`config.mk`:
```
export PLATFORM = sky130hd
export DESIGN_NAME = jump_consistent_hash_flat
export DESIGN_NICKNAME = d
export VERILOG_FILES = /design/src/rtl/core/jch_pkg.sv /design/src/rtl/core/jch_req_if.sv /design/src/rtl/core/jch_rsp_if.sv /design/src/rtl/core/jch_seq.sv /design/src/rtl/core/jch_dp.sv /design/src/rtl/core/jump_consistent_hash.sv /design/src/flat_wrapper.sv
export SDC_FILE = /design/constraint.sdc
export NUM_CORES = 2
export LEC_CHECK = 0
export ABC_CLOCK_PERIOD_IN_PS = 21300
export BUFFER_PORTS_ARGS = -buffer_cell sky130_fd_sc_hd__buf_2
export CORE_AREA = 2 2 266 268
export CTS_BUF_LIST = sky130_fd_sc_hd__clkbuf_4
export CTS_CLUSTER_SIZE = 8
export DETAILED_ROUTE_END_ITERATION = 10
export DIE_AREA = 0 0 268 270
export HOLD_SLACK_MARGIN = 0.02
export PLACE_DENSITY_LB_ADDON = 0.25
export RECOVER_POWER = 100
export SYNTH_ARGS = -nofsm -noshare
export SYNTH_HDL_FRONTEND = slang
export SYNTH_HIERARCHICAL = 1
export SYNTH_SLANG_ARGS = --single-unit
```
`constraint.sdc`:
```
create_clock -name clock -period 21.3 [get_ports clock]
set_input_delay 4.26 -clock clock [delete_from_list [all_inputs] [get_ports clock]]
set_output_delay 4.26 -clock clock [all_outputs]
set_load 0.01 [all_outputs]
```
`src/rtl/core/jch_pkg.sv`:
```
package jch_pkg;

   // Field and datapath widths.
   localparam int BUCKET_BITS = 16;
   localparam int KEY_W       = 64;
   localparam int HALF_W      = KEY_W / 2;
   localparam int JUMP_SHIFT  = 31;
   localparam int KEY_SHIFT   = 33;
   // Divisor is (key >> KEY_SHIFT) + 1, which needs one bit more than the shifted key.
   localparam int DEN_W       = KEY_W - KEY_SHIFT + 1;
   // Dividend is (b + 1) << JUMP_SHIFT, and b + 1 always fits in BUCKET_BITS.
   localparam int NUM_W       = BUCKET_BITS + JUMP_SHIFT;
   localparam int CNT_W       = $clog2(NUM_W);

   localparam logic [KEY_W-1:0]  LCG_MULT = 64'd2862933555777941757;
   localparam logic [HALF_W-1:0] LCG_LO   = LCG_MULT[HALF_W-1:0];
   localparam logic [HALF_W-1:0] LCG_HI   = LCG_MULT[KEY_W-1:HALF_W];

   typedef enum logic [3:0] {
      ST_IDLE,
      ST_CHECK,
      ST_MUL0,
      ST_MUL1,
      ST_MUL2,
      ST_MUL3,
      ST_DIV_INIT,
      ST_DIV_STEP,
      ST_FINISH
   } step_type;

   typedef enum logic [1:0] {
      C_REQ_VALID,
      C_CAND_GE_N,
      C_DIV_MORE,
      C_OUT_FULL
   } cond_type;

   typedef enum logic [1:0] {
      G_ALWAYS,
      G_IF_TRUE,
      G_IF_FALSE
   } gate_type;

   typedef enum logic [3:0] {
      OP_NONE,
      OP_LOAD,
      OP_TAKE_B,
      OP_MUL0,
      OP_MUL1,
      OP_MUL2,
      OP_MUL3,
      OP_DIV_INIT,
      OP_DIV_STEP,
      OP_EMIT
   } op_type;

   typedef struct packed {
      cond_type cond;
      step_type next_t;
      step_type next_f;
      gate_type gate;
      op_type   op;
      logic     req_ready;
   } ucode_type;

   typedef struct packed {
      op_type op;
      logic   req_ready;
   } ctl_type;

   typedef struct packed {
      logic req_valid;
      logic cand_ge_n;
      logic div_more;
      logic out_full;
   } stat_type;

   // Control store: one word per step, with a branch on one status condition.
   function automatic ucode_type ucode_rom(step_type step);
      ucode_type uw;
      case (step)
         ST_IDLE:     uw = '{C_REQ_VALID, ST_CHECK, ST_IDLE, G_IF_TRUE, OP_LOAD, 1'b1};
         ST_CHECK:    uw = '{C_CAND_GE_N, ST_FINISH, ST_MUL0, G_IF_FALSE, OP_TAKE_B, 1'b0};
         ST_MUL0:     uw = '{C_REQ_VALID, ST_MUL1, ST_MUL1, G_ALWAYS, OP_MUL0, 1'b0};
         ST_MUL1:     uw = '{C_REQ_VALID, ST_MUL2, ST_MUL2, G_ALWAYS, OP_MUL1, 1'b0};
         ST_MUL2:     uw = '{C_REQ_VALID, ST_MUL3, ST_MUL3, G_ALWAYS, OP_MUL2, 1'b0};
         ST_MUL3:     uw = '{C_REQ_VALID, ST_DIV_INIT, ST_DIV_INIT, G_ALWAYS, OP_MUL3, 1'b0};
         ST_DIV_INIT: uw = '{C_REQ_VALID, ST_DIV_STEP, ST_DIV_STEP, G_ALWAYS, OP_DIV_INIT,
                             1'b0};
         ST_DIV_STEP: uw = '{C_DIV_MORE, ST_DIV_STEP, ST_CHECK, G_ALWAYS, OP_DIV_STEP, 1'b0};
         ST_FINISH:   uw = '{C_OUT_FULL, ST_FINISH, ST_IDLE, G_IF_FALSE, OP_EMIT, 1'b0};
         default:     uw = '{C_REQ_VALID, ST_IDLE, ST_IDLE, G_ALWAYS, OP_NONE, 1'b0};
      endcase
      return uw;
   endfunction

endpackage

```
`src/rtl/core/jch_req_if.sv`:
```
interface jch_req_if import jch_pkg::*; ();
   logic                   valid;
   logic                   ready;
   logic [KEY_W-1:0]       key;
   logic [BUCKET_BITS-1:0] bucket_count;

   modport source (output valid, output key, output bucket_count, input ready);
   modport sink (input valid, input key, input bucket_count, output ready);
endinterface

```
`src/rtl/core/jch_rsp_if.sv`:
```
interface jch_rsp_if import jch_pkg::*; ();
   logic                   valid;
   logic                   ready;
   logic [BUCKET_BITS-1:0] bucket;
   logic                   empty_res;

   modport source (output valid, output bucket, output empty_res, input ready);
   modport sink (input valid, input bucket, input empty_res, output ready);
endinterface

```
`src/rtl/core/jch_seq.sv`:
```
module jch_seq import jch_pkg::*; (
   input  logic     clock,
   input  logic     reset,
   input  stat_type stat,
   output ctl_type  ctl
);

   step_type  pc_ff, pc_in;
   ucode_type uw;
   logic      cond_val;
   logic      fire;

   always_ff @(posedge clock) begin
      if (reset) begin
         pc_ff <= ST_IDLE;
      end else begin
         pc_ff <= pc_in;
      end
   end

   always_comb begin
      uw = ucode_rom(pc_ff);
      case (uw.cond)
         C_REQ_VALID: cond_val = stat.req_valid;
         C_CAND_GE_N: cond_val = stat.cand_ge_n;
         C_DIV_MORE:  cond_val = stat.div_more;
         C_OUT_FULL:  cond_val = stat.out_full;
         default:     cond_val = 1'b0;
      endcase
      case (uw.gate)
         G_ALWAYS:   fire = 1'b1;
         G_IF_TRUE:  fire = cond_val;
         G_IF_FALSE: fire = !cond_val;
         default:    fire = 1'b0;
      endcase
      pc_in         = cond_val ? uw.next_t : uw.next_f;
      ctl.op        = fire ? uw.op : OP_NONE;
      ctl.req_ready = uw.req_ready;
   end

   a_accept_starts: assert property (@(posedge clock) disable iff (reset)
      pc_ff == ST_IDLE && stat.req_valid |=> pc_ff == ST_CHECK)
      else $error("accepted request did not start the search");

   a_div_exit: assert property (@(posedge clock) disable iff (reset)
      pc_ff == ST_DIV_STEP && !stat.div_more |=> pc_ff == ST_CHECK)
      else $error("divider exit did not return to the bound check");

   a_emit_free: assert property (@(posedge clock) disable iff (reset)
      ctl.op == OP_EMIT |-> !stat.out_full)
      else $error("result written over a pending transfer");

endmodule

```
`src/rtl/core/jch_dp.sv`:
```
module jch_dp import jch_pkg::*; (
   input  logic                   clock,
   input  logic                   reset,
   input  ctl_type                ctl,
   input  logic [KEY_W-1:0]       in_key,
   input  logic [BUCKET_BITS-1:0] in_count,
   output logic                   cand_ge_n,
   output logic                   div_more,
   output logic [BUCKET_BITS-1:0] bucket,
   output logic                   empty
);

   logic [KEY_W-1:0]       key_ff, key_in;
   logic [KEY_W-1:0]       acc_ff, acc_in;
   logic [KEY_W-1:0]       prod_ff, prod_in;
   logic [KEY_W-1:0]       prod_hi;
   logic [HALF_W-1:0]      mul_a, mul_b;
   logic [BUCKET_BITS-1:0] n_ff, n_in;
   logic [BUCKET_BITS-1:0] b_ff, b_in;
   logic [BUCKET_BITS-1:0] b_plus;
   logic [NUM_W-1:0]       quot_ff, quot_in;
   logic [DEN_W-1:0]       den_ff, den_in;
   logic [DEN_W-1:0]       rem_ff, rem_in;
   logic [CNT_W-1:0]       cnt_ff, cnt_in;
   logic [DEN_W:0]         rem_shift, rem_diff;

   always_ff @(posedge clock) begin
      key_ff  <= key_in;
      acc_ff  <= acc_in;
      prod_ff <= prod_in;
      n_ff    <= n_in;
      b_ff    <= b_in;
      quot_ff <= quot_in;
      den_ff  <= den_in;
      rem_ff  <= rem_in;
      cnt_ff  <= cnt_in;
   end

   always_comb begin
      // The one 32x32 multiplier; the LCG multiply is three partial products.
      mul_a     = (ctl.op == OP_MUL1) ? key_ff[KEY_W-1:HALF_W] : key_ff[HALF_W-1:0];
      mul_b     = (ctl.op == OP_MUL2) ? LCG_HI : LCG_LO;
      prod_hi   = {prod_ff[HALF_W-1:0], {HALF_W{1'b0}}};
      b_plus    = b_ff + BUCKET_BITS'(1);
      rem_shift = {rem_ff, quot_ff[NUM_W-1]};
      rem_diff  = rem_shift - {1'b0, den_ff};

      key_in  = key_ff;
      acc_in  = acc_ff;
      prod_in = KEY_W'(mul_a * mul_b);
      n_in    = n_ff;
      b_in    = b_ff;
      quot_in = quot_ff;
      den_in  = den_ff;
      rem_in  = rem_ff;
      cnt_in  = cnt_ff;

      case (ctl.op)
         OP_LOAD: begin
            key_in  = in_key;
            n_in    = in_count;
            b_in    = '0;
            quot_in = '0;
         end
         OP_TAKE_B: begin
            b_in = quot_ff[BUCKET_BITS-1:0];
         end
         OP_MUL1: begin
            acc_in = prod_ff;
         end
         OP_MUL2: begin
            acc_in = acc_ff + prod_hi;
         end
         OP_MUL3: begin
            key_in = acc_ff + prod_hi + KEY_W'(1);
         end
         OP_DIV_INIT: begin
            quot_in = {b_plus, {JUMP_SHIFT{1'b0}}};
            den_in  = {1'b0, key_ff[KEY_W-1:KEY_SHIFT]} + DEN_W'(1);
            rem_in  = '0;
            cnt_in  = CNT_W'(NUM_W - 1);
         end
         OP_DIV_STEP: begin
            if (!rem_diff[DEN_W]) begin
               rem_in  = rem_diff[DEN_W-1:0];
               quot_in = {quot_ff[NUM_W-2:0], 1'b1};
            end else begin
               rem_in  = rem_shift[DEN_W-1:0];
               quot_in = {quot_ff[NUM_W-2:0], 1'b0};
            end
            cnt_in = cnt_ff - CNT_W'(1);
         end
         default: begin
         end
      endcase
   end

   assign cand_ge_n = quot_ff >= NUM_W'(n_ff);
   assign div_more  = cnt_ff != '0;
   assign bucket    = b_ff;
   assign empty     = n_ff == '0;

   a_den_nonzero: assert property (@(posedge clock) disable iff (reset)
      ctl.op == OP_DIV_INIT |=> den_ff != '0)
      else $error("divisor loaded as zero");

   a_bucket_bound: assert property (@(posedge clock) disable iff (reset)
      ctl.op == OP_EMIT && n_ff != '0 |-> b_ff < n_ff)
      else $error("chosen bucket outside the bucket count");

endmodule

```
`src/rtl/core/jump_consistent_hash.sv`:
```
// Jump consistent hash bucket selector. A request transfer carries a 64-bit
// key and a bucket count; one response transfer returns the bucket that jump
// consistent hashing assigns to that key, or sets empty_res (with bucket 0)
// when the bucket count is zero. The search is run by a small microcoded
// sequencer over one datapath: each round advances the key with a 64-bit
// linear congruential step built from three 32x32 partial products, then
// forms the next jump as an exact integer quotient in a restoring divider
// that retires one quotient bit per cycle. The number of rounds per request
// is zero for an empty count, about ln(bucket_count) + 1 on average and at
// most bucket_count; each round runs the multiply steps MUL0 to MUL3, a
// divider load, one divider step per dividend bit (BUCKET_BITS + 31 = 47
// bits) and a bound check. A finished result sits in the output register,
// so the next request is accepted while the previous response still waits
// to be taken.
module jump_consistent_hash import jch_pkg::*; (
   input  logic      clock,
   input  logic      reset,
   jch_req_if.sink   req_ch,
   jch_rsp_if.source rsp_ch
);

   ctl_type                ctl;
   stat_type               stat;
   logic                   cand_ge_n;
   logic                   div_more;
   logic [BUCKET_BITS-1:0] dp_bucket;
   logic                   dp_empty;

   logic                   rsp_valid_ff, rsp_valid_in;
   logic [BUCKET_BITS-1:0] rsp_bucket_ff, rsp_bucket_in;
   logic                   rsp_empty_ff, rsp_empty_in;

   // The output slot counts as full only if it holds a result that is not
   // leaving in this cycle.
   assign stat.req_valid = req_ch.valid;
   assign stat.cand_ge_n = cand_ge_n;
   assign stat.div_more  = div_more;
   assign stat.out_full  = rsp_valid_ff && !rsp_ch.ready;

   assign req_ch.ready = ctl.req_ready;

   jch_seq u_seq (
      .clock (clock),
      .reset (reset),
      .stat  (stat),
      .ctl   (ctl)
   );

   jch_dp u_dp (
      .clock     (clock),
      .reset     (reset),
      .ctl       (ctl),
      .in_key    (req_ch.key),
      .in_count  (req_ch.bucket_count),
      .cand_ge_n (cand_ge_n),
      .div_more  (div_more),
      .bucket    (dp_bucket),
      .empty     (dp_empty)
   );

   // Output register: loaded when the sequencer emits, cleared by a transfer.
   always_ff @(posedge clock) begin
      if (reset) begin
         rsp_valid_ff <= 1'b0;
      end else begin
         rsp_valid_ff <= rsp_valid_in;
      end
   end

   always_ff @(posedge clock) begin
      rsp_bucket_ff <= rsp_bucket_in;
      rsp_empty_ff  <= rsp_empty_in;
   end

   always_comb begin
      rsp_valid_in  = rsp_valid_ff;
      rsp_bucket_in = rsp_bucket_ff;
      rsp_empty_in  = rsp_empty_ff;
      if (ctl.op == OP_EMIT) begin
         rsp_valid_in  = 1'b1;
         rsp_bucket_in = dp_bucket;
         rsp_empty_in  = dp_empty;
      end else if (rsp_ch.ready) begin
         rsp_valid_in = 1'b0;
      end
   end

   assign rsp_ch.valid     = rsp_valid_ff;
   assign rsp_ch.bucket    = rsp_bucket_ff;
   assign rsp_ch.empty_res = rsp_empty_ff;

endmodule
```
`src/flat_wrapper.sv`:
```
// flat-port wrapper written by rule: the top's interface ports become plain ports
module jump_consistent_hash_flat import jch_pkg::*;
  (clock, reset, req_ch_valid, req_ch_key, req_ch_bucket_count, req_ch_ready, rsp_ch_valid, rsp_ch_bucket, rsp_ch_empty_res, rsp_ch_ready);
  jch_req_if req_ch_i ();
  jch_rsp_if rsp_ch_i ();
  input  logic clock;
  input  logic reset;
  input wire logic [$bits(req_ch_i.valid)-1:0] req_ch_valid;
  input wire logic [$bits(req_ch_i.key)-1:0] req_ch_key;
  input wire logic [$bits(req_ch_i.bucket_count)-1:0] req_ch_bucket_count;
  output wire logic [$bits(req_ch_i.ready)-1:0] req_ch_ready;
  output wire logic [$bits(rsp_ch_i.valid)-1:0] rsp_ch_valid;
  output wire logic [$bits(rsp_ch_i.bucket)-1:0] rsp_ch_bucket;
  output wire logic [$bits(rsp_ch_i.empty_res)-1:0] rsp_ch_empty_res;
  input wire logic [$bits(rsp_ch_i.ready)-1:0] rsp_ch_ready;
  assign req_ch_i.valid = req_ch_valid;
  assign req_ch_i.key = req_ch_key;
  assign req_ch_i.bucket_count = req_ch_bucket_count;
  assign req_ch_ready = req_ch_i.ready;
  assign rsp_ch_valid = rsp_ch_i.valid;
  assign rsp_ch_bucket = rsp_ch_i.bucket;
  assign rsp_ch_empty_res = rsp_ch_i.empty_res;
  assign rsp_ch_i.ready = rsp_ch_ready;
  jump_consistent_hash u_core (.clock(clock), .reset(reset), .req_ch(req_ch_i), .rsp_ch(rsp_ch_i));
endmodule
```
; ---- Yosys cells after proc, flatten, opt, wreduce, memory -nomap -nowiden
; Memory sizes are Yosys's and may differ from the RTL's. A register that Yosys moved wholly into a read port is not among the register bits.
; Cells that the tools add are included.
; W data, S select, Z words.
[totals]
wordCells = 64
register_bits = 359
mem_bits_ro = 256
n_memories = 1
[memory_table]
columns = memory, words, width, read_ports, rd_ports_with_merged_regs, write_ports, line_no
row1 = (no name shown), 16, 16, 1, 1, 0, jch_pkg.sv:81  ; case (step)
[op_classes]
n_eq_ne = 13
order_cmp = 1
n_addsub = 6
mul = 1
n_mux = 17
n_reduce_logical = 13
[ops]
columns = cell, count
row1 = $pmux W64 S2, 2
row2 = $pmux W47 S3, 1
row3 = $mux W32, 3
row4 = $add A64 B1 Y64 const B, 1
row5 = $add A64 B64 Y64, 1
row6 = $mul A32 B32 Y64, 1
row7 = $pmux W32 S2, 1
row8 = $ge A47 B16 Y1, 1
row9 = $sub A33 B32 Y33, 1
row10 = $add A31 B1 Y32 const B, 1
row11 = $pmux W16 S2, 1
row12 = $add A16 B1 Y16 const B, 1
row13 = $eq A4 B3 Y1 const B, 4
row14 = $logic_not A16 Y1, 1
row15 = $mux W4, 3
row16 = $pmux W6 S2, 1
row17 = $reduce_bool A2 Y1, 5
row18 = $eq A4 B4 Y1 const B, 2
row19 = $eq A2 B2 Y1 const B, 3
row20 = $reduce_bool A6 Y1, 1
row21 = $sub A6 B1 Y6 const B, 1
row22 = $eq A2 B1 Y1 const B, 2
row23 = $eq A4 B1 Y1 const B, 1
row24 = $eq A4 B2 Y1 const B, 1
row25 = other kinds (7), 11

; ---- Logic depth before layout (Yosys ltp)
[depth]
word_depth = 9
ltp_mapped = 52

; ---- Hierarchy
; Netlist, hierarchy kept.
[modules_own_cells]
columns = module, seq_area_each_um2, instances, cells_per_inst, area_each_um2
row1 = jch_dp, 9599.2, 1, 4478, 43591.8
row2 = jch_seq, 200.2, 1, 70, 663.1
row3 = jump_consistent_hash, 530.5, 1, 21, 559.3

; ---- Least setup slack after synthesis
; No wires, ideal clock.
[synth_timing]
path_type = input -> register
startpoint = input rsp_ch_ready
endpoint = register u_core.u_dp.prod_ff[62]
cell_stages = 39
arrival_ps = 17003
slack_ps = 4169
cell_sequence = nor2b_1 > mux2i_1 > mux2i_2 > buf_6 > mux2i_1 > and2_1 > nor3b_1 > nor2b_1 > clkbuf_1 > buf_2 > buf_2 > mux2i_1 > nor2_1 > fa_1 > inv_1 > fa_1 > inv_1 > fa_1 > [3 not listed] > inv_1 > fa_1 > fa_1 > inv_1 > fa_1 > inv_1 > ha_1 > clkbuf_1 > and4_1 > nand2_1 > or4_1 > o21ai_0 > a21oi_1 > nand4bb_1 > a31oi_1 > o21bai_1 > mux2i_1 > o211ai_1
[synth_rtl]
columns = item, line_no
row1 = "start, declared", flat_wrapper.sv:15  ; input wire logic [$bits(rsp_ch_i.ready)-1:0] rsp_ch_ready;
row2 = "end signal, assigned", jch_dp.sv:30  ; prod_ff <= prod_in;
row3 = "end, declared", jch_dp.sv:15  ; logic [KEY_W-1:0] prod_ff, prod_in;

==> reports/metrics.yaml <==
finalCritPeriodShare: 0.813
syn_to_final_growth_pct: 6.37
finalSetupViolations: 0
die_area_sq_um: 72400
numCtsBuffers: 92
cts.htree.levels: 3
slew_headroom: -1.58
ys.warnings.count: 6
hold_violations: 0
nNetsFinal: 5934
start_util: 0.644
layout_common_cells: "1,047 x inv_1, 613 x fa_1, 487 x ha_1, 333 x nand2_1, 294 x edfxtp_1"
ant_nets: 0
drtIter0Drc: 3211
seq_area_frac_synth: 0.231
reg2reg_slack_ps: 5380
cp.arrival_ps: 18010
crit_path_frequent_cell: "fa_1"
status: "complete, but fails checks"
synth_top_cell_by_area: "fa_1"
ys_seq_elements: 369
post-route-util: 0.685
worstPathRequired_ps: 22000
cts_tree: "built"
rows: 97
routabilityCongestion: 0.998
start_kind: "primary input"
grt_use_total: 0.372
holdPathStages: 0
tightest_slew_ps: 3870
clock-root-buffer: "clkbuf_4"
portBuffers: 102
rsz0062_at_grt: "false"
report.final.slew_viol_count: 468
antenna_found_initial: 8
hold_path.class: "reg2reg"
wl_per_cell_um: 22.6
fmax_mhz: 57.8
grt_max_degree: 81
dp_hpwl_um: 109000
hp-start: "u_core/u_dp/bucket[11]"
postCtsSetupBuffers: 0
synth_top_area_share: 0.274
fillers: 5544
layout-drive-gt1-share: 0.0701
violations: "max-capacitance violations, max-slew violations"
io_pins: 103
vias: 33568
min_period_ps: 17310
synth_cell_types: 105
clk_latency_ps: 830
clock_tree.buffer_depth: 3
syn-cell-area_sq_um: 44800
synth_ff_type: "edfxtp_1"
cts.sinks: 369
gr-total-overflow: 0
crit_fanout: 36
syn_area_per_cell_sq_um: 9.81
async_reset_ff_frac: 0
cts.clk_slew.worst_paths_ps: 70
grt_pass1_vias: 34378
finalSetupTns_ps: 0
die_x_um: 268
final_cell_count_no_fill: 5769
r2r_start: "u_core/u_dp/quot_ff[1]"
post_cts_resized: 0
synth.area.top_cells: "fa_1 27%, edfxtp_1 20%, ha_1 14%"
critPathLaunch: "rsp_ch_ready"
endpoint_kind: "flip-flop"
synth_enable_flop_cells: 294
final_common_cell: "inv_1"
maxCapViolCount: 10
cp_slowest_cell: "clkbuf_1"
grt_pass1_wl_um: 202000
final_area_sq_um: 47700
drt-pass1-iter-count: 6
coreArea_sq_um: 69500
placed_cell_area_sq_um: 46600
routed_via_density: 5.82
rr_worst_depth: 44
crit_type: "in2reg"
wl_um: 131000
worstReg2RegEnd: "u_core/u_dp/prod_ff[63]"
min_to: "u_core/rsp_ch.bucket[11]"
post-route-drc-count: 0
die_y_um: 270
crit_path_max_incr_delay_ps: 1490
cts_hold_buf: 0
synth_cells: 4569
clock_skew_ps: 70.7
dp.cells: 5596
-- sequential cells by signal, summed over array words and instances, names as in the netlist, 10 cells and up --
register and cells:
u_core/u_dp/key_ff 64, u_core/u_dp/n_ff 16, u_core/rsp_ch.bucket 16, u_core/u_seq/uw 10, u_core/u_dp/quot_ff 47, u_core/u_dp/bucket 16
u_core/u_dp/den_ff 32, u_core/u_dp/rem_ff 32, u_core/u_dp/prod_ff 64, u_core/u_dp/acc_ff 64
-- layer usage --
| metal | wire [um] | global-route usage | vias up |
|---|---|---|---|
| li1 | - | - | 15093 |
| met1 | 53700 | 0.533 | 16449 |
| met2 | 57900 | 0.569 | 1701 |
| met3 | 12800 | 0.0653 | 319 |
| met4 | 6020 | 0.141 | 6 |
| met5 | 42 | 0 | - |
-- cell families (layout without fill, tap and decap cells) --
family,Yosys count,after routing,synth area share
adders and majority gates,1100,1100,0.410
DFF,369,369,0.231
and+or+nand+nor,1002,1002,0.110
other,2,68,0.000168
AOI/OAI and AO/OA,649,649,0.0919
buffers and inverters,1160,1354,0.0991
xor gates and xnor gates,239,239,0.0469
muxes,48,48,0.0112
-- per-stage QoR --
step / setup slack, ps / hold slack (ps)
final: 3990 / 467
after detailed placement: 4930 / 445
after global placement: 5170 / 443
after floorplan: 4170 / 426
after global routing: 3200 / 475
after CTS: 5740 / 467
-- layout make-up --
type	count	area, sq um	share of cell area
multi-input combinational	3101	30300	0.636
sequential	369	10300	0.217
inverter	1047	3930	0.0824
tap	940	1180	0.0247
clock buffer	139	1040	0.0219
timing repair buffer	139	727	0.0152
clock inverter	29	151	0.00318
antenna	5	12.5	0.000262
-- worst max-delay path: cells and delay by family --
| kind | cells | cell delay, ps |
|---|---|---|
| fa+ha+maj | 9 | 4740 |
| compound gates | 4 | 1430 |
| xor+xnor | 1 | 170 |
| buf+inv | 8 | 2780 |
| simple gates | 9 | 2180 |
| mux | 4 | 2410 |
-- worst max-delay path by stage --
| stage | endpoint | depth (start not counted) |
|---|---|---|
| floorplan | u_core/u_dp/prod_ff[62] | 39 |
| global placement | u_core/u_dp/prod_ff[62] | 38 |
| detailed placement | u_core/u_dp/prod_ff[62] | 36 |
| CTS | u_core/u_dp/prod_ff[62] | 36 |
| global route | u_core/u_dp/prod_ff[63] | 35 |
| finish | u_core/u_dp/prod_ff[63] | 35 |
-- Yosys cell counts (88+ instances only) --
cell	number
and2_1	103
clkbuf_1	88
xor2_1	88
edfxtp_1	294
nor2_1	211
xnor2_1	150
ha_1	487
o21ai_0	207
inv_1	1047
a21oi_1	160
nand2_1	334
fa_1	613
Power is left out: the tool's default activity adds up to more than one toggle a clock period on the data nets, which glitch-free logic cannot reach.
